$ cat config.mk
export PLATFORM = sky130hd
export DESIGN_NAME = mrs_front_flat
export DESIGN_NICKNAME = d
export VERILOG_FILES = /design/src/rtl/mrs_pkg.sv /design/src/rtl/mrs_if.sv /design/src/rtl/mrs_front.sv /design/src/flat_wrapper.sv
export SDC_FILE = /design/constraint.sdc
export NUM_CORES = 1
export LEC_CHECK = 0
export BUFFER_PORTS_ARGS = -buffer_cell sky130_fd_sc_hd__buf_4
export CAP_MARGIN = 10
export CELL_PAD_IN_SITES_DETAIL_PLACEMENT = 1
export CELL_PAD_IN_SITES_GLOBAL_PLACEMENT = 2
export CORE_AREA = 4 4 162 164
export DETAILED_ROUTE_END_ITERATION = 12
export DIE_AREA = 0 0 166 168
export HOLD_SLACK_MARGIN = 0.12
export PLACE_DENSITY = 0.8
export SLEW_MARGIN = 25
export SYNTH_ARGS = -nofsm -noshare
export SYNTH_HDL_FRONTEND = slang
export SYNTH_SLANG_ARGS = --single-unit
export TNS_END_PERCENT = 20
$ cat constraint.sdc
create_clock -name clk -period 9.2 [get_ports clk]
set_input_delay 0.92 -clock clk [delete_from_list [all_inputs] [get_ports clk]]
set_output_delay 0.92 -clock clk [all_outputs]
set_load 0.01 [all_outputs]
$ cat src/rtl/mrs_pkg.sv
// Shared types, constants and the CRC-16 step for the Modbus RTU read responder.
// No dependencies; imported by the core, queue, front, back and the testbench.
`default_nettype none
package mrs_pkg;

  localparam int POINTS_DEF       = 1024;
  localparam int MAX_RESPONSE_DEF = 64;
  localparam int MAX_FRAME_DEF    = 256;
  localparam int INDEX_W          = 10;
  localparam int STORE_MAX        = 1 << INDEX_W;
  localparam int QUEUE_DEPTH      = 4;

  localparam logic [15:0] CRC_POLY = 16'hA001;
  localparam logic [15:0] CRC_INIT = 16'hFFFF;
  localparam logic [7:0]  EXC_FLAG = 8'h80;

  localparam logic [7:0] EXC_FUNC = 8'd1;
  localparam logic [7:0] EXC_ADDR = 8'd2;
  localparam logic [7:0] EXC_SIZE = 8'd3;

  typedef enum logic [1:0] {
    OP_BYTE = 2'd0,
    OP_WBIT = 2'd1,
    OP_WREG = 2'd2,
    OP_NONE = 2'd3
  } op_t;

  typedef enum logic [2:0] {
    CFG_BITS_FC    = 3'd0,
    CFG_REGS_FC    = 3'd1,
    CFG_BIT_BASE   = 3'd2,
    CFG_BIT_COUNT  = 3'd3,
    CFG_BIT_OFFSET = 3'd4,
    CFG_REG_BASE   = 3'd5,
    CFG_REG_COUNT  = 3'd6,
    CFG_REG_OFFSET = 3'd7
  } cfg_idx_t;

  typedef struct packed {
    logic [7:0]  bits_fc;
    logic [7:0]  regs_fc;
    logic [15:0] bit_base;
    logic [10:0] bit_count;
    logic [9:0]  bit_offset;
    logic [15:0] reg_base;
    logic [10:0] reg_count;
    logic [9:0]  reg_offset;
  } cfg_t;

  typedef enum logic [1:0] {
    CMD_WBIT = 2'd0,
    CMD_WREG = 2'd1,
    CMD_READ = 2'd2,
    CMD_EXC  = 2'd3
  } cmd_kind_t;

  typedef struct packed {
    cmd_kind_t   kind;
    logic        regs;
    logic [7:0]  addr;
    logic [7:0]  func;
    logic [7:0]  code;
    logic [10:0] rel;
    logic [10:0] qty;
    logic [7:0]  bytecnt;
    logic [9:0]  index;
    logic [15:0] value;
  } cmd_t;

  typedef struct packed {
    logic clearing;
  } back_status_t;

  typedef enum logic {
    F_IN    = 1'b0,
    F_CHECK = 1'b1
  } front_state_t;

  typedef enum logic [3:0] {
    B_CLEAR = 4'd0,
    B_IDLE  = 4'd1,
    B_HEAD  = 4'd2,
    B_BREQ  = 4'd3,
    B_BCAP  = 4'd4,
    B_RREQ  = 4'd5,
    B_RCAP  = 4'd6,
    B_DATA  = 4'd7,
    B_CRCL  = 4'd8,
    B_CRCH  = 4'd9
  } back_state_t;

  function automatic logic [15:0] crc_byte(input logic [15:0] crc, input logic [7:0] b);
    logic [15:0] c;
    c = crc ^ {8'h00, b};
    for (int k = 0; k < 8; k++) begin
      c = c[0] ? ((c >> 1) ^ CRC_POLY) : (c >> 1);
    end
    return c;
  endfunction

endpackage
`default_nettype wire

$ cat src/rtl/mrs_if.sv
// Valid/ready channel interfaces: request items in, response bytes out.
// Depends on nothing.
`default_nettype none
interface mrs_in_if;
  logic        valid;
  logic        ready;
  logic [1:0]  op;
  logic [7:0]  rx_byte;
  logic        frame_end;
  logic [9:0]  point_index;
  logic [15:0] point_value;
  modport source (output valid, op, rx_byte, frame_end, point_index, point_value,
                  input ready);
  modport sink   (input valid, op, rx_byte, frame_end, point_index, point_value,
                  output ready);
endinterface

`default_nettype wire

$ cat src/rtl/mrs_front.sv
// Front end: takes items, tracks frame CRC/length/header, classifies requests.
// Depends on mrs_pkg and mrs_if.
`default_nettype none
module mrs_front #(
  parameter int MAX_FRAME    = mrs_pkg::MAX_FRAME_DEF,
  parameter int MAX_RESPONSE = mrs_pkg::MAX_RESPONSE_DEF
) (
  input  wire logic                 clk,
  input  wire logic                 rst,
  mrs_in_if.sink                    items,
  input  wire mrs_pkg::cfg_t        cfg,
  input  wire mrs_pkg::back_status_t bstat,
  input  wire logic                 full,
  output logic                      push,
  output mrs_pkg::cmd_t             push_cmd
);
  import mrs_pkg::*;

  localparam int LW = $clog2(MAX_FRAME + 2);
  localparam logic [LW-1:0] LEN_SAT = LW'(MAX_FRAME + 1);

  front_state_t state, state_next;
  logic [LW-1:0] flen;
  logic [15:0]   crc;
  logic [7:0]    head [6];
  logic [LW-1:0] last_len;
  logic [15:0]   last_crc;

  op_t           op;
  logic          accept;
  logic [15:0]   crc_new;
  logic [LW-1:0] len_new;

  // classification
  logic        bad, short_req, is_regs, is_bits, under, over, size_bad, drop;
  logic [15:0] start, qty, base;
  logic [10:0] count;
  logic [16:0] rel;
  logic [17:0] span, rlen;
  cmd_t        req_cmd, wr_cmd;

  assign op      = op_t'(items.op);
  assign accept  = items.valid && items.ready;
  assign crc_new = crc_byte(crc, items.rx_byte);
  assign len_new = (flen == LEN_SAT) ? flen : flen + 1'b1;

  always_comb begin
    bad       = (last_len > LW'(MAX_FRAME)) || (last_len < LW'(4)) || (last_crc != 16'h0000);
    short_req = last_len < LW'(8);
    is_regs   = head[1] == cfg.regs_fc;
    is_bits   = head[1] == cfg.bits_fc;
    start     = {head[2], head[3]};
    qty       = {head[4], head[5]};
    base      = is_regs ? cfg.reg_base  : cfg.bit_base;
    count     = is_regs ? cfg.reg_count : cfg.bit_count;
    rel       = {1'b0, start} - {1'b0, base};
    under     = start < base;
    span      = {2'b00, rel[15:0]} + {2'b00, qty};
    over      = span > {7'd0, count};
    rlen      = is_regs ? 18'd5 + {1'b0, qty, 1'b0}
                        : 18'd5 + (({2'b00, qty} + 18'd7) >> 3);
    size_bad  = (qty == 16'h0000) || (rlen > 18'(MAX_RESPONSE));
    drop      = bad || ((is_regs || is_bits) && short_req);

    req_cmd         = '0;
    req_cmd.regs    = is_regs;
    req_cmd.addr    = head[0];
    req_cmd.func    = head[1];
    req_cmd.rel     = rel[10:0];
    req_cmd.qty     = qty[10:0];
    req_cmd.bytecnt = 8'(rlen - 18'd5);
    priority if (!(is_regs || is_bits)) begin
      req_cmd.kind = CMD_EXC;
      req_cmd.code = EXC_FUNC;
    end else if (under || over) begin
      req_cmd.kind = CMD_EXC;
      req_cmd.code = EXC_ADDR;
    end else if (size_bad) begin
      req_cmd.kind = CMD_EXC;
      req_cmd.code = EXC_SIZE;
    end else begin
      req_cmd.kind = CMD_READ;
    end

    wr_cmd       = '0;
    wr_cmd.kind  = (op == OP_WBIT) ? CMD_WBIT : CMD_WREG;
    wr_cmd.index = items.point_index;
    wr_cmd.value = items.point_value;
  end

  // next state
  always_comb begin
    state_next = state;
    unique case (state)
      F_IN:    if (accept && op == OP_BYTE && items.frame_end) state_next = F_CHECK;
      F_CHECK: if (drop || !full) state_next = F_IN;
      default: state_next = F_IN;
    endcase
  end

  // outputs
  always_comb begin
    items.ready = 1'b0;
    push        = 1'b0;
    push_cmd    = wr_cmd;
    unique case (state)
      F_IN: begin
        items.ready = !bstat.clearing && !full;
        push        = accept && (op == OP_WBIT || op == OP_WREG);
      end
      F_CHECK: begin
        push     = !drop && !full;
        push_cmd = req_cmd;
      end
      default: ;
    endcase
  end

  always_ff @(posedge clk) begin
    if (rst) begin
      state <= F_IN;
      flen  <= '0;
      crc   <= CRC_INIT;
    end else begin
      state <= state_next;
      if (accept && op == OP_BYTE) begin
        if (items.frame_end) begin
          flen <= '0;
          crc  <= CRC_INIT;
        end else begin
          flen <= len_new;
          crc  <= crc_new;
        end
      end
    end
  end

  always_ff @(posedge clk) begin
    if (accept && op == OP_BYTE) begin
      if (flen < LW'(6)) head[flen[2:0]] <= items.rx_byte;
      if (items.frame_end) begin
        last_len <= len_new;
        last_crc <= crc_new;
      end
    end
  end
endmodule
`default_nettype wire

$ cat src/flat_wrapper.sv
// flat-port wrapper written by rule: the top's interface ports become plain ports
module mrs_front_flat import mrs_pkg::*;
#(
  parameter int MAX_FRAME    = mrs_pkg::MAX_FRAME_DEF,
  parameter int MAX_RESPONSE = mrs_pkg::MAX_RESPONSE_DEF
)
  (clk, rst, cfg, bstat, full, push, push_cmd, items_valid, items_op, items_rx_byte, items_frame_end, items_point_index, items_point_value, items_ready);
  mrs_in_if items_i ();
  input  wire logic clk;
  input  wire logic rst;
  input  wire mrs_pkg::cfg_t cfg;
  input  wire mrs_pkg::back_status_t bstat;
  input  wire logic full;
  output logic push;
  output mrs_pkg::cmd_t push_cmd;
  input wire logic [$bits(items_i.valid)-1:0] items_valid;
  input wire logic [$bits(items_i.op)-1:0] items_op;
  input wire logic [$bits(items_i.rx_byte)-1:0] items_rx_byte;
  input wire logic [$bits(items_i.frame_end)-1:0] items_frame_end;
  input wire logic [$bits(items_i.point_index)-1:0] items_point_index;
  input wire logic [$bits(items_i.point_value)-1:0] items_point_value;
  output wire logic [$bits(items_i.ready)-1:0] items_ready;
  assign items_i.valid = items_valid;
  assign items_i.op = items_op;
  assign items_i.rx_byte = items_rx_byte;
  assign items_i.frame_end = items_frame_end;
  assign items_i.point_index = items_point_index;
  assign items_i.point_value = items_point_value;
  assign items_ready = items_i.ready;
  mrs_front #(.MAX_FRAME(MAX_FRAME), .MAX_RESPONSE(MAX_RESPONSE)) u_core (.clk(clk), .rst(rst), .items(items_i), .cfg(cfg), .bstat(bstat), .full(full), .push(push), .push_cmd(push_cmd));
endmodule
==> flow_metrics.py <==
metrics = {
    "status": {
        "status": "completed",
    },
    "detailed_routing": {
        "ant_nets": 0,
        "viasPerCell": 5.06,
        "dr_wl_met2_mm": 12.0,
        "avgRoutedWirePerCell_um": 18.4,
        "met1_length_mm": 11.2,
        "drc_errors": 0,
        "topRoutingLayerUsed": "met4",
        "drt_iter0_drc": 364,
        "wl_met3_mm": 1.07,
        "routed_wl_mm": 24.7,
        "num_vias": 6798,
        "drtPass1Iterations": 5,
    },
    "synthesis": {
        "synth.area.mux_share": 0.0397,
        "synthSimpleGateAreaFrac": 0.233,
        "synthFlopType": "edfxtp_1",
        "synth_top_area_share": 0.287,
        "yosysSeqAreaShare": 0.355,
        "synth_area_leaders": "edfxtp_1, ha_1, dfxtp_1, xnor2_1, xor2_1",
        "yosysTopAreaCell": "edfxtp_1",
        "ys_async_sr_fraction": 0,
        "synth_compound_area_frac": 0.128,
        "synth_top_family_by_area": "simple AND/OR/NAND/NOR gates",
        "synth.distinct_cells": 70,
        "syn_area_mm2": 0.00763,
        "synthAdderAreaFrac": 0.0905,
        "synth_xor_area_frac": 0.110,
        "synth_cells": 839,
        "synth_edf_count": 73,
        "synth_seq_cells": 99,
        "yosysWarnings": 0,
        "syn_area_per_cell_um2": 9.10,
    },
    "min_path": {
        "worstHoldPathType": "reg -> reg",
    },
    "power_and_ir_drop": {
        "leakage_nw": 4.18,
        "p_int_w": 0.000807,
        "power.density_mw_per_mm2": 114,
        "p_clk_frac": 0.358,
        "seq_power_share": 0.439,
        "switchingPower_w": 0.000297,
        "switching_share": 0.269,
        "p_comb_frac": 0.203,
        "vdd_ir_drop_max_v": 0.0000934,
    },
    "worst_setup_path": {
        "crit_type": "in -> out",
        "crit_path_frequent_cell": "a21oi_1",
        "crit_fanout": 5,
        "required_ns": 8.28,
        "critical_path.top_delay_family": "compound AO/OA/AOI/OAI gates",
        "slowest_delay_ns": 0.56,
        "crit_path_top_delay_cell": "or4_1",
        "cp_num_buf_inv": 2,
        "cp-start-kind": "input port",
        "end_kind": "output port",
        "crit_arrival_ns": 7.55,
    },
    "floorplanning": {
        "fp.coreArea_mm2": 0.0249,
        "dieArea_mm2": 0.0279,
        "die_x_um": 166,
        "std_cell_rows": 58,
        "start_util": 0.307,
        "die_h_um": 168,
        "io_pins": 217,
    },
    "clock_tree": {
        "h-tree-depth": 3,
        "cts_tree": "done",
        "numClockSinks": 99,
        "post_cts_resized": 0,
        "clockRootBuffer": "clkbuf_16",
        "cts_buffers": 9,
        "clock_latency_ns": 0.35,
        "cts_hold_buf": 0,
        "post_cts.repair.setup_buffers": 0,
        "cts.clk_slew.worst_paths_ns": 0.07,
        "clockBufferDepth": 2,
    },
    "grt": {
        "grt_pass1_wl_mm": 39.3,
        "grt_use_total": 0.173,
        "grt_pass1_vias": 7204,
        "grt-ovfl-total": 0,
        "antenna_found_initial": 0,
        "grt_max_degree": 68,
    },
    "flow_run": {
        "maxCapViolCount": 0,
    },
    "cells_and_area": {
        "fin_area_mm2": 0.00966,
        "fin_util": 0.388,
        "diodes": 0,
        "final_common_cell": "buf_4",
        "drive_gt1_frac": 0.235,
        "layout_common_cells": "buf_4, nand2_1, edfxtp_1",
        "fin_nets": 1194,
        "syn_to_final_growth_pct": 26.5,
    },
    "timing": {
        "fin_crit_sh": 0.920,
        "finalSetupTns_ns": 0,
        "clock.fmax_ghz": 0.118,
        "tightest_slew_ns": 0.771,
        "drv_slew": 0,
        "slew_headroom": 0.484,
        "hold_viol_final": 0,
        "setup_viol": 0,
        "rsz0062_at_grt": "no",
        "skew_ns": 0.00938,
        "fin_hold_ws_ns": 0.468,
        "finalCriticalPeriod_ns": 8.47,
    },
    "placed_design": {
        "port_buffers": 190,
        "dp_hpwl_mm": 19.2,
        "placed_cell_area_mm2": 0.00933,
        "gp_congestion": 0.874,
    },
}
==> layout make-up <==
class                           instances  area [um^2]
Clock buffer                            9          225
Fill cell                            2912        15200
Timing Repair Buffer                  197         1480
Inverter                               28          105
Tap cell                              330          413
Multi-Input combinational cell        673         4630
Sequential cell                        99         2710
Clock inverter                          7         88.8
==> state kept, by name, indices dropped and copies added, names as in the netlist <==
register         cells
u_core.crc          16
u_core.flen          9
u_core.head         48
u_core.last_crc     16
u_core.last_len      9
u_core.state         1
==> final timing paths <==
| kind | start | endpoint | slack (ns) | depth (start not counted) |
|---|---|---|---|---|
| worst max-delay path | cfg[78] | push_cmd[81] | 0.73 | 27 |
| worst min register to register | u_core.crc[12] | u_core.last_crc[4] | 0.47 | 0 |
| worst min-delay path | u_core.crc[12] | u_core.last_crc[4] | 0.47 | 0 |
| worst max register to register | u_core.state | u_core.head[3][5] | 6.41 | 6 |
==> Yosys cell counts, types with 28 or more instances <==
master	instances
xnor2_1	55
ha_1	52
a21oi_1	31
edfxtp_1	73
nor2b_1	35
nand3_1	42
nor2_1	63
nand2_1	75
and2_1	37
inv_1	28
mux2i_1	28
xor2_1	41
==> through the flow <==
step | std cells | total power, W | worst slack [ns]
after global placement | 1327 | 0.000716 | 0.881
after global routing | 1343 | 0.00115 | 0.162
final | 1343 | 0.00110 | 0.732
after CTS | 1343 | 0.00111 | 0.653
after detailed placement | 1327 | 0.000720 | 0.697
after floorplan | 844 | 0.000631 | 1.66
==> logic make-up after synthesis <==
kind of cell,Yosys count
AND/OR/NAND/NOR,347
AO/OA/AOI/OAI,140
flip-flops,99
XOR/XNOR,96
buffers and inverters,72
adder cells (fa/ha/maj),54
multiplexers,30
other,1
==> layer usage <==
layer,vias to the layer above,GRT usage
li1,3343,-
met1,3276,0.230
met2,153,0.296
met3,26,0.0247
met4,0,0.0441
met5,-,0
==> power by group through the flow <==
stage	clock network (W)	logic, W	registers [W]
final	0.000395	0.000224	0.000485
after global routing	0.000417	0.000252	0.000485
after CTS	0.000400	0.000227	0.000485
after detailed placement	0	0.000224	0.000495
after global placement	0	0.000221	0.000495
after floorplan	0	0.000136	0.000495
No activity file was read; power rests on OpenSTA's default activity.
