$ cat src/rtl/mrs_pkg.sv
// Shared types, constants and the CRC-16 step for the Modbus RTU read responder.
// No dependencies; imported by the core, queue, front, back and the testbench.
`default_nettype none
package mrs_pkg;

  localparam int POINTS_DEF       = 1024;
  localparam int MAX_RESPONSE_DEF = 64;
  localparam int MAX_FRAME_DEF    = 256;
  localparam int INDEX_W          = 10;
  localparam int STORE_MAX        = 1 << INDEX_W;
  localparam int QUEUE_DEPTH      = 4;

  localparam logic [15:0] CRC_POLY = 16'hA001;
  localparam logic [15:0] CRC_INIT = 16'hFFFF;
  localparam logic [7:0]  EXC_FLAG = 8'h80;

  localparam logic [7:0] EXC_FUNC = 8'd1;
  localparam logic [7:0] EXC_ADDR = 8'd2;
  localparam logic [7:0] EXC_SIZE = 8'd3;

  typedef enum logic [1:0] {
    OP_BYTE = 2'd0,
    OP_WBIT = 2'd1,
    OP_WREG = 2'd2,
    OP_NONE = 2'd3
  } op_t;

  typedef enum logic [2:0] {
    CFG_BITS_FC    = 3'd0,
    CFG_REGS_FC    = 3'd1,
    CFG_BIT_BASE   = 3'd2,
    CFG_BIT_COUNT  = 3'd3,
    CFG_BIT_OFFSET = 3'd4,
    CFG_REG_BASE   = 3'd5,
    CFG_REG_COUNT  = 3'd6,
    CFG_REG_OFFSET = 3'd7
  } cfg_idx_t;

  typedef struct packed {
    logic [7:0]  bits_fc;
    logic [7:0]  regs_fc;
    logic [15:0] bit_base;
    logic [10:0] bit_count;
    logic [9:0]  bit_offset;
    logic [15:0] reg_base;
    logic [10:0] reg_count;
    logic [9:0]  reg_offset;
  } cfg_t;

  typedef enum logic [1:0] {
    CMD_WBIT = 2'd0,
    CMD_WREG = 2'd1,
    CMD_READ = 2'd2,
    CMD_EXC  = 2'd3
  } cmd_kind_t;

  typedef struct packed {
    cmd_kind_t   kind;
    logic        regs;
    logic [7:0]  addr;
    logic [7:0]  func;
    logic [7:0]  code;
    logic [10:0] rel;
    logic [10:0] qty;
    logic [7:0]  bytecnt;
    logic [9:0]  index;
    logic [15:0] value;
  } cmd_t;

  typedef struct packed {
    logic clearing;
  } back_status_t;

  typedef enum logic {
    F_IN    = 1'b0,
    F_CHECK = 1'b1
  } front_state_t;

  typedef enum logic [3:0] {
    B_CLEAR = 4'd0,
    B_IDLE  = 4'd1,
    B_HEAD  = 4'd2,
    B_BREQ  = 4'd3,
    B_BCAP  = 4'd4,
    B_RREQ  = 4'd5,
    B_RCAP  = 4'd6,
    B_DATA  = 4'd7,
    B_CRCL  = 4'd8,
    B_CRCH  = 4'd9
  } back_state_t;

  function automatic logic [15:0] crc_byte(input logic [15:0] crc, input logic [7:0] b);
    logic [15:0] c;
    c = crc ^ {8'h00, b};
    for (int k = 0; k < 8; k++) begin
      c = c[0] ? ((c >> 1) ^ CRC_POLY) : (c >> 1);
    end
    return c;
  endfunction

endpackage
`default_nettype wire

$ cat src/rtl/mrs_fifo.sv
// Short command queue between front and back.
// Depends on mrs_pkg.
`default_nettype none
module mrs_fifo (
  input  wire logic         clk,
  input  wire logic         rst,
  input  wire logic         push,
  input  wire mrs_pkg::cmd_t din,
  output logic              full,
  input  wire logic         pop,
  output mrs_pkg::cmd_t     dout,
  output logic              empty
);
  import mrs_pkg::*;

  localparam int PW = $clog2(QUEUE_DEPTH);

  cmd_t          mem [QUEUE_DEPTH];
  logic [PW-1:0] wptr;
  logic [PW-1:0] rptr;
  logic [PW:0]   count;

  assign full  = (count == (PW+1)'(QUEUE_DEPTH));
  assign empty = (count == '0);
  assign dout  = mem[rptr];

  always_ff @(posedge clk) begin
    if (push) begin
      mem[wptr] <= din;
    end
  end

  always_ff @(posedge clk) begin
    if (rst) begin
      wptr  <= '0;
      rptr  <= '0;
      count <= '0;
    end else begin
      if (push) wptr <= wptr + 1'b1;
      if (pop)  rptr <= rptr + 1'b1;
      if (push && !pop)      count <= count + 1'b1;
      else if (pop && !push) count <= count - 1'b1;
    end
  end
endmodule
`default_nettype wire

$ cat config.mk
export PLATFORM = sky130hd
export DESIGN_NAME = mrs_fifo
export DESIGN_NICKNAME = d
export VERILOG_FILES = /design/src/rtl/mrs_pkg.sv /design/src/rtl/mrs_fifo.sv
export SDC_FILE = /design/constraint.sdc
export NUM_CORES = 1
export LEC_CHECK = 0
export BUFFER_PORTS_ARGS = -buffer_cell sky130_fd_sc_hd__buf_2
export CAP_MARGIN = 20
export CORE_MARGIN = 2
export CORE_UTILIZATION = 28
export DETAILED_ROUTE_END_ITERATION = 10
export PLACE_DENSITY = 0.49
export SLEW_MARGIN = 20
export SYNTH_ARGS = -nofsm -noshare
export SYNTH_HDL_FRONTEND = slang
export SYNTH_SLANG_ARGS = --single-unit
$ cat constraint.sdc
create_clock -name clk -period 2.75 [get_ports clk]
set_input_delay 0.275 -clock clk [delete_from_list [all_inputs] [get_ports clk]]
set_output_delay 0.275 -clock clk [all_outputs]
set_load 0.005 [all_outputs]
==> flow_metrics.env, run 1 <==
export IMPL_synth_most_common_cell="edfxtp_1"
export IMPL_initial_core_util=0.282
export IMPL_fin_worst_skew_ns=0.00566
export IMPL_preCtsSetupSlack_ns=0.920
export IMPL_yosysUniqueCellTypes=20
export IMPL_antenna_found_initial=0
export IMPL_path_clk_slew_ns=0.05
export IMPL_fp_dieH_um=215
export IMPL_vias=5876
export IMPL_max_clock_path_buffers=3
export IMPL_r2r_cells=3
export IMPL_area_growth_pct=30.0
export IMPL_routed_wl_um=25100
export IMPL_avgSynthCellArea_um2=26.0
export IMPL_status="complete, no violations"
export IMPL_worstPathRequired_ns=2.48
export IMPL_root_buffer="clkbuf_16"
export IMPL_grt_start_max_net_pins=48
export IMPL_synthTopCellsByCount="332 x edfxtp_1, 83 x mux4_2, 9 x buf_2, 9 x dfxtp_1, 8 x buf_6"
export IMPL_setup_violations=0
export IMPL_tightest_slew_ns=0.518
export IMPL_arrival_ns=2.06
export IMPL_ios=172
export IMPL_startpoint_type="flop"
export IMPL_drc_errors=0
export IMPL_drtPass1Iterations=6
export IMPL_multi_input_area_um2=2110
export IMPL_stdcell_area_um2=16100
export IMPL_fin_crit_ns=2.33
export IMPL_p_clk_frac=0.397
export IMPL_ir_drop_v=0.000467
export IMPL_ys_warn_count=0
export IMPL_syn_num_nets=570
export IMPL_ys_seq_area_frac=0.818
export IMPL_final_setup_tns_ns=0
export IMPL_p_comb_frac=0.095
export IMPL_post_dp_cell_area_um2=14100
export IMPL_p_sw_mw=2.55
export IMPL_synthesis_area_um2=12400
export IMPL_total_power_mw=11.9
export IMPL_drv_cap=0
export IMPL_p_leak_nw=5.41
export IMPL_fp_dieW_um=215
export IMPL_n_antenna_cell=0
export IMPL_postCtsSetupBuffers=0
export IMPL_synthTopCellsByArea="edfxtp_1 80%, mux4_2 15%, dfxtp_1 1.5%"
export IMPL_ys_ff_latch=341
export IMPL_drive_gt1_frac=0.408
export IMPL_grt_setup_unrepaired="no"
export IMPL_io_buffers=171
export IMPL_crit_path_max_fanout=47
export IMPL_synth_top_area_frac=0.804
export IMPL_drtIter0Drc=380
export IMPL_postCtsHoldBufs=84
export IMPL_async_flop_share=0
export IMPL_fp_row_count=77
export IMPL_fill_cells=4083
export IMPL_yosysTopAreaCell="edfxtp_1"
export IMPL_internal_power_mw=9.37
export IMPL_min_path_type="primary input to flop"
export IMPL_numCtsBuffers=38
export IMPL_vias_per_cell=4.25
export IMPL_timing_fmax_mhz=429
export IMPL_synth_main_ff_cell="edfxtp_1"
export IMPL_drtAntennaViolNets=0
export IMPL_final_hold_viol_count=0
export IMPL_grt_pass1_wl_um=39000
export IMPL_power_density_nw_per_um2=739
export IMPL_crit_path_end_kind="output pin"
export IMPL_wl_per_cell_um=18.2
export IMPL_synthCells=477
export IMPL_drv_slew=0
export IMPL_cts_sinks=341
export IMPL_clock_latency_ns=0.53
export IMPL_fin_crit_sh=0.848
export IMPL_dieArea_um2=46000
export IMPL_grtUsageTotal=0.112
export IMPL_dp_hpwl_um=14300
export IMPL_hold_path_cell_count=3
export IMPL_synth_edf_count=332
export IMPL_cts_htree_levels=2
export IMPL_crit_type="flop to output pin"
export IMPL_overflow=0
export IMPL_register_area_um2=10200
export IMPL_cts_tree="done"
export IMPL_worst_slack_ns=0.418
export IMPL_finalWeightedCongestion=0.652
export IMPL_p_sw_frac=0.214
export IMPL_grt_pass1_vias=6522
export IMPL_seq_power_share=0.507
export IMPL_nets=859
export IMPL_relSlewSlack=0.654
export IMPL_core_area_um2=43900
export IMPL_ctsResizeCount=0
per-stage QoR:
stage,instances,util,hold WS [ns]
final,1384,0.367,0.0761
after global routing,1384,0.367,0.0962
after CTS,1384,0.367,0.0313
after detailed placement,1234,0.322,0.493
after global placement,1234,0.322,0.490
after floorplan,477,-,0.374
state kept, by name, indices dropped and copies added, names as in the netlist, named ones only:
name,count
wptr,2
rptr,2
count,3
mem,332
routing by layer:
layer	vias to the layer above	global-route usage	wire length (um)
li1	2625	-	-
met5	-	0	0
met1	3076	0.147	11400
met2	137	0.180	11900
met4	0	0.0421	589
met3	38	0.0272	1210
worst paths after layout:
check                start         end  slack, ns
setup reg to reg   wptr[0]  mem[3][10]       1.08
setup / recovery      flop    dout[32]       0.42
hold reg to reg   count[2]    count[2]       0.51
hold / removal         pop        flop       0.08
final cells by class:
type	instances	share of cell area
Clock buffer	52	0.0662
Multi-Input combinational cell	113	0.131
Inverter	4	0.000931
Tap cell	592	0.0459
Clock inverter	14	0.00613
Timing Repair Buffer	268	0.121
Sequential cell	341	0.630
power by group through the flow:
stage	combinational [mW]	sequential, mW	clock [mW]
after floorplan	0.586	6.12	0
after global placement	1.07	6.15	0
after detailed placement	1.08	6.15	0
after CTS	1.18	6.05	4.92
after global routing	1.25	6.06	5.13
final	1.14	6.04	4.74
cells by family after synthesis:
family / count (synthesis) / share of synthesized area
DFF: 341 / 0.818
muxes: 85 / 0.152
buffers and inverters: 23 / 0.0127
and+or+nand+nor: 15 / 0.00595
adders and majority gates: 6 / 0.00666
xor gates and xnor gates: 5 / 0.00353
AOI/OAI and AO/OA: 2 / 0.000806
worst max-delay path, stage by stage, from the launching register on:
cell and delay, ns:
dfxtp_4 0.37, buf_12 0.34, mux4_2 0.59, buf_2 0.15
layout by cell type (no fill, tap or decap), types with 2 or more instances in the layout:
master	netlist	layout
clkinv_4	0	2
edfxtp_1	332	332
dfxtp_1	9	7
xor2_1	3	3
xnor2_1	2	2
and2_4	0	4
dlygate4sd3_1	0	84
clkbuf_16	0	41
clkinv_1	0	5
dfxtp_4	0	2
nor2_1	7	7
clkinv_2	0	5
inv_1	4	4
mux2i_1	2	2
mux4_2	83	83
clkbuf_1	2	11
buf_2	9	171
buf_12	0	12
ha_1	5	5
No activity file was read; power rests on OpenSTA's default activity.
==> run 2: changes to the inputs <==
--- a/config.mk
+++ b/config.mk
@@ -10,7 +10,7 @@
 export CORE_MARGIN = 2
 export CORE_UTILIZATION = 28
 export DETAILED_ROUTE_END_ITERATION = 10
-export PLACE_DENSITY = 0.49
+export PLACE_DENSITY = 0.48
 export SLEW_MARGIN = 20
 export SYNTH_ARGS = -nofsm -noshare
 export SYNTH_HDL_FRONTEND = slang
==> constraint.sdc (replaced) <==
create_clock -name clk -period 2.4 [get_ports clk]
set_input_delay 0.24 -clock clk [delete_from_list [all_inputs] [get_ports clk]]
set_output_delay 0.24 -clock clk [all_outputs]
set_load 0.005 [all_outputs]
==> run 2 against run 1 <==
Net effect:
- count of clock-buffer cells in the layout unchanged
- register-to-register slack worse by 0.38 ns
- die area unchanged
- clock power up 21%
- final cell count up 0.43%
- worst hold slack better by 0.010 ns
- critical endpoint is now dout[54]
- largest power group unchanged
- highest routed layer unchanged
==> flow_metrics.env, run 2 (synthesis gave the netlist of run 1 again) <==
export IMPL_status="complete, no violations"
export IMPL_ir_drop_v=0.000448
export IMPL_final_hold_viol_count=0
export IMPL_drv_cap=0
export IMPL_grt_start_max_net_pins=56
export IMPL_overflow=0
export IMPL_fin_cells=1390
export IMPL_cts_sinks=341
export IMPL_finalWeightedCongestion=0.681
export IMPL_drc_errors=0
export IMPL_largest_reg_flops=332
export IMPL_max_clock_path_buffers=3
export IMPL_fin_worst_skew_ns=0.0133
export IMPL_grt_pass1_vias=6917
export IMPL_clock_latency_ns=0.54
export IMPL_drtIter0Drc=362
export IMPL_tightest_slew_ns=0.492
export IMPL_grt_pass1_wl_um=41000
export IMPL_cts_htree_levels=2
export IMPL_worstPathRequired_ns=2.16
export IMPL_grt_setup_unrepaired="no"
export IMPL_reg_top3="mem (332), count (3)"
export IMPL_total_power_mw=14.0
export IMPL_crit_chain="bufbuf_16 > mux4_2 > buf_2"
export IMPL_vias_per_cell=4.26
export IMPL_routed_wl_um=26400
export IMPL_grtUsageTotal=0.118
export IMPL_ios=172
export IMPL_final_setup_tns_ns=0
export IMPL_drv_slew=0
export IMPL_startpoint_type="flop"
export IMPL_critPathSlowestCell="mux4_2"
export IMPL_timing_fmax_mhz=437
export IMPL_multi_input_area_um2=2110
export IMPL_p_clk_frac=0.410
export IMPL_dieArea_um2=46000
export IMPL_vias=5922
export IMPL_core_area_um2=43900
export IMPL_area_growth_pct=30.9
export IMPL_numCtsBuffers=39
export IMPL_p_sw_frac=0.215
export IMPL_regMostFlops="mem"
export IMPL_path_clk_slew_ns=0.06
export IMPL_seq_power_share=0.494
export IMPL_fin_crit_sh=0.953
export IMPL_layout_common_cells="332 x edfxtp_1, 171 x buf_2, 84 x dlygate4sd3_1"
export IMPL_root_buffer="clkbuf_16"
export IMPL_crit_path_max_fanout=29
export IMPL_wl_per_cell_um=19.0
export IMPL_min_path_type="primary input to flop"
export IMPL_internal_power_mw=11.0
export IMPL_worst_slack_ns=0.113
export IMPL_drive_gt1_frac=0.410
export IMPL_crit_type="flop to output pin"
export IMPL_crit_path_end_kind="output pin"
export IMPL_dp_hpwl_um=15000
export IMPL_fp_row_count=77
export IMPL_antenna_found_initial=1
export IMPL_postCtsSetupBuffers=0
export IMPL_preCtsSetupSlack_ns=0.516
export IMPL_power_density_nw_per_um2=861
export IMPL_fill_cells=4081
export IMPL_dp_cells=1233
export IMPL_fp_dieW_um=215
export IMPL_max_stage_delay_ns=0.55
export IMPL_final_common_cell="edfxtp_1"
export IMPL_p_sw_mw=3.01
export IMPL_finalHoldWorstSlack_ns=0.0863
export IMPL_arrival_ns=2.05
export IMPL_drtAntennaViolNets=0
export IMPL_fin_crit_ns=2.29
export IMPL_cts_tree="done"
export IMPL_initial_core_util=0.282
export IMPL_setup_violations=0
export IMPL_drtPass1Iterations=6
export IMPL_relSlewSlack=0.672
export IMPL_register_area_um2=10200
export IMPL_io_buffers=171
export IMPL_p_leak_nw=5.45
export IMPL_nets=860
export IMPL_p_comb_frac=0.096
export IMPL_fp_dieH_um=215
-- run 2: cell count changes in the layout (fill, tap and decap cells not counted) --
cell and delta:
buf_4 -1, clkinv_1 +1, clkinv_4 -1, clkinvlp_4 +3, buf_16 +1, buf_12 -1
bufbuf_16 +1, bufinv_16 +2, diode_2 +1
-- run 2: layout make-up --
cell class              instances  area share
diodes                          1    0.000154
clock buffers                  52      0.0657
clock inverters                19      0.0109
inverters                       4    0.000924
multi-input cells             113       0.130
flip-flops and latches        341       0.625
well taps                     592      0.0456
repair buffers                268       0.122
-- run 2: critical path: cells and delay by family (launching register included) --
| family | cells | cell delay (ns) |
|---|---|---|
| buffers and inverters | 2 | 0.55 |
| multiplexers | 1 | 0.55 |
| flip-flops | 1 | 0.39 |
-- run 2: power by group through the flow --
stage                     clock network (mW)  registers [mW]  logic, mW
after floorplan                            0            7.02      0.671
final                                   5.74            6.91       1.35
after CTS                               5.95            6.91       1.40
after global routing                    6.17            6.93       1.48
after global placement                     0            7.02       1.23
after detailed placement                   0            7.04       1.27
-- run 2: per-layer routing --
metal / vias to the layer above / routed length, um / GRT usage
met4: 0 / 663 / 0.0440
met2: 145 / 13500 / 0.206
li1: 2627 / - / -
met3: 45 / 1310 / 0.0279
met1: 3105 / 11000 / 0.142
met5: - / 0 / 0
-- run 2: timing repair --
action | in CTS | in global routing
setup endpoints to repair | 53 | 0
endpoints found under the hold margin | 341 | 0
resized for setup | 1 | 0
hold buffers | 84 | 0
-- run 2: final timing paths --
path / startpoint / endpoint / slack (ns) / cells after the start
worst max-delay path: flop / dout[54] / 0.11 / 3
worst min-delay path: pop / rptr[0] / 0.09 / 3
worst max register to register: wptr[0] / mem[2][3] / 0.70 / 4
worst min register to register: count[2] / count[2] / 0.51 / 2
-- run 2: through the flow --
step,instance area [um^2],utilization
floorplan,12400,-
global placement,14100,0.321
detailed placement,14100,0.321
CTS,16200,0.370
global route,16200,0.370
finish,16200,0.370
==> run 3: changes to the inputs <==
--- a/config.mk
+++ b/config.mk
@@ -11,6 +11,7 @@
 export CORE_UTILIZATION = 28
 export DETAILED_ROUTE_END_ITERATION = 10
 export PLACE_DENSITY = 0.48
+export SETUP_SLACK_MARGIN = 0.3
 export SLEW_MARGIN = 20
 export SYNTH_ARGS = -nofsm -noshare
 export SYNTH_HDL_FRONTEND = slang
==> constraint.sdc (replaced) <==
create_clock -name clk -period 2.8 [get_ports clk]
set_input_delay 0.28 -clock clk [delete_from_list [all_inputs] [get_ports clk]]
set_output_delay 0.28 -clock clk [all_outputs]
set_load 0.005 [all_outputs]
==> run 3 against run 2 <==
Net effect:
- routed wire length is 3.5% lower
- critical path depth unchanged
- combinational power decreased by 18%
- final cell count fell by 0.29%
- worst hold slack worse by 0.014 ns
- critical path type unchanged
- critical endpoint is now dout[33]
- largest power group unchanged
- highest routed layer is now met5
==> flow_metrics.env, run 3 (synthesis gave the netlist of run 1 again) <==
export IMPL_area_growth_pct=30.7
export IMPL_final_setup_tns_ns=0
export IMPL_core_area_um2=43900
export IMPL_grtUsageTotal=0.113
export IMPL_antenna_found_initial=1
export IMPL_drv_slew=0
export IMPL_fin_worst_skew_ns=0.0144
export IMPL_routed_wl_um=25500
export IMPL_regMostFlops="mem"
export IMPL_max_stage_delay_ns=0.59
export IMPL_status="complete, no violations"
export IMPL_grt_pass1_vias=6853
export IMPL_final_common_cell="edfxtp_1"
export IMPL_startpoint_type="flop"
export IMPL_crit_path_max_fanout=45
export IMPL_fp_dieW_um=215
export IMPL_root_buffer="clkbuf_16"
export IMPL_fin_crit_ns=2.31
export IMPL_cts_htree_levels=2
export IMPL_finalWeightedCongestion=0.713
export IMPL_postCtsSetupBuffers=0
export IMPL_tightest_slew_ns=0.530
export IMPL_crit_chain="buf_12 > mux4_2 > buf_2"
export IMPL_r2r_cells=4
export IMPL_initial_core_util=0.282
export IMPL_crit_path_end_kind="output pin"
export IMPL_ctsResizeCount=0
export IMPL_arrival_ns=2.03
export IMPL_r2r_start="wptr[0]"
export IMPL_grt_start_max_net_pins=59
export IMPL_fp_row_count=77
export IMPL_fp_dieH_um=215
export IMPL_p_leak_nw=5.46
export IMPL_final_hold_viol_count=0
export IMPL_cts_tree="done"
export IMPL_drtAntennaViolNets=0
export IMPL_power_density_nw_per_um2=752
export IMPL_vias=5933
export IMPL_fin_crit_sh=0.826
export IMPL_ff2ff_setup_slack_ns=0.96
export IMPL_dieArea_um2=46000
export IMPL_r2r_end="mem[0][75]"
export IMPL_grt_setup_unrepaired="no"
export IMPL_path_depth=3
export IMPL_timing_fmax_mhz=433
export IMPL_drv_cap=0
export IMPL_drive_gt1_frac=0.417
export IMPL_drc_errors=0
export IMPL_ios=172
export IMPL_relSlewSlack=0.647
export IMPL_worst_slack_ns=0.488
export IMPL_hold_path_end="rptr[0]"
export IMPL_max_clock_path_buffers=3
export IMPL_worstPathRequired_ns=2.52
export IMPL_min_path_type="primary input to flop"
export IMPL_nets=860
export IMPL_preCtsSetupSlack_ns=0.921
export IMPL_n_antenna_cell=0
export IMPL_clock_latency_ns=0.54
export IMPL_wl_per_cell_um=18.4
export IMPL_overflow=0
export IMPL_layout_common_cells="332 x edfxtp_1, 171 x buf_2, 84 x dlygate4sd3_1"
export IMPL_dp_hpwl_um=15200
export IMPL_numCtsBuffers=39
export IMPL_reg_top3="mem (332), count (3)"
export IMPL_setup_violations=0
export IMPL_critPathSlowestCell="mux4_2"
export IMPL_utilization=0.369
export IMPL_cts_sinks=341
export IMPL_crit_type="flop to output pin"
export IMPL_postCtsHoldBufs=84
export IMPL_drtPass1Iterations=4
export IMPL_drtIter0Drc=322
export IMPL_largest_reg_flops=332
export IMPL_hold_path_cell_count=3
export IMPL_io_buffers=171
export IMPL_hp_start="pop"
export IMPL_crit_family="multiplexers"
export IMPL_critical_path_buf_inv_count=2
export IMPL_ir_drop_v=0.000497
export IMPL_grt_pass1_wl_um=39400
export IMPL_vias_per_cell=4.28
export IMPL_path_clk_slew_ns=0.06
==> run 3: area by class of cell <==
cell class	instances	area, um^2
clock inverter	24	273
sequential	341	10200
fill	4066	27700
clock buffer	44	1040
timing repair buffer	268	1880
inverter	4	15.0
multi-input combinational	113	2110
tap	592	741
==> run 3: worst min-delay path, delay by kind of cell <==
kind	cells	cell delay [ns]
buf+inv	1	0.11
xor+xnor	1	0.09
simple gates	1	0.08
==> run 3: worst max-delay path by stage <==
| stage | from | endpoint | slack [ns] |
|---|---|---|---|
| after floorplan | wptr[0] | mem[2][0] | 0.79 |
| after global placement | wptr[0] | mem[2][69] | 0.99 |
| after detailed placement | wptr[0] | mem[0][77] | 0.92 |
| after CTS | flop | dout[1] | 0.42 |
| after global routing | flop | dout[10] | 0.40 |
| final | flop | dout[33] | 0.49 |
==> run 3: power breakdown <==
group / internal (mW) / switching, mW / leakage [nW]
clock: 3.20 / 1.95 / 0.637
combinational: 0.574 / 0.540 / 1.70
sequential: 5.86 / 0.0648 / 3.13
==> run 3: through the flow <==
step	total power, mW	area (um^2)	hold WS [ns]	instances
CTS	12.4	16200	0.0394	1386
floorplan	6.59	12400	0.379	477
detailed placement	7.09	14100	0.496	1234
finish	12.2	16200	0.0719	1386
global route	12.7	16200	0.0677	1386
global placement	7.05	14100	0.477	1234
==> run 3: per-layer routing <==
metal	GRT usage	up-vias	part of all wire	wire length (um)
li1	-	2626	-	-
met1	0.133	3115	0.41	10300
met2	0.197	150	0.52	13200
met3	0.0284	40	0.052	1320
met4	0.0435	2	0.024	619
met5	0	-	0.00051	13
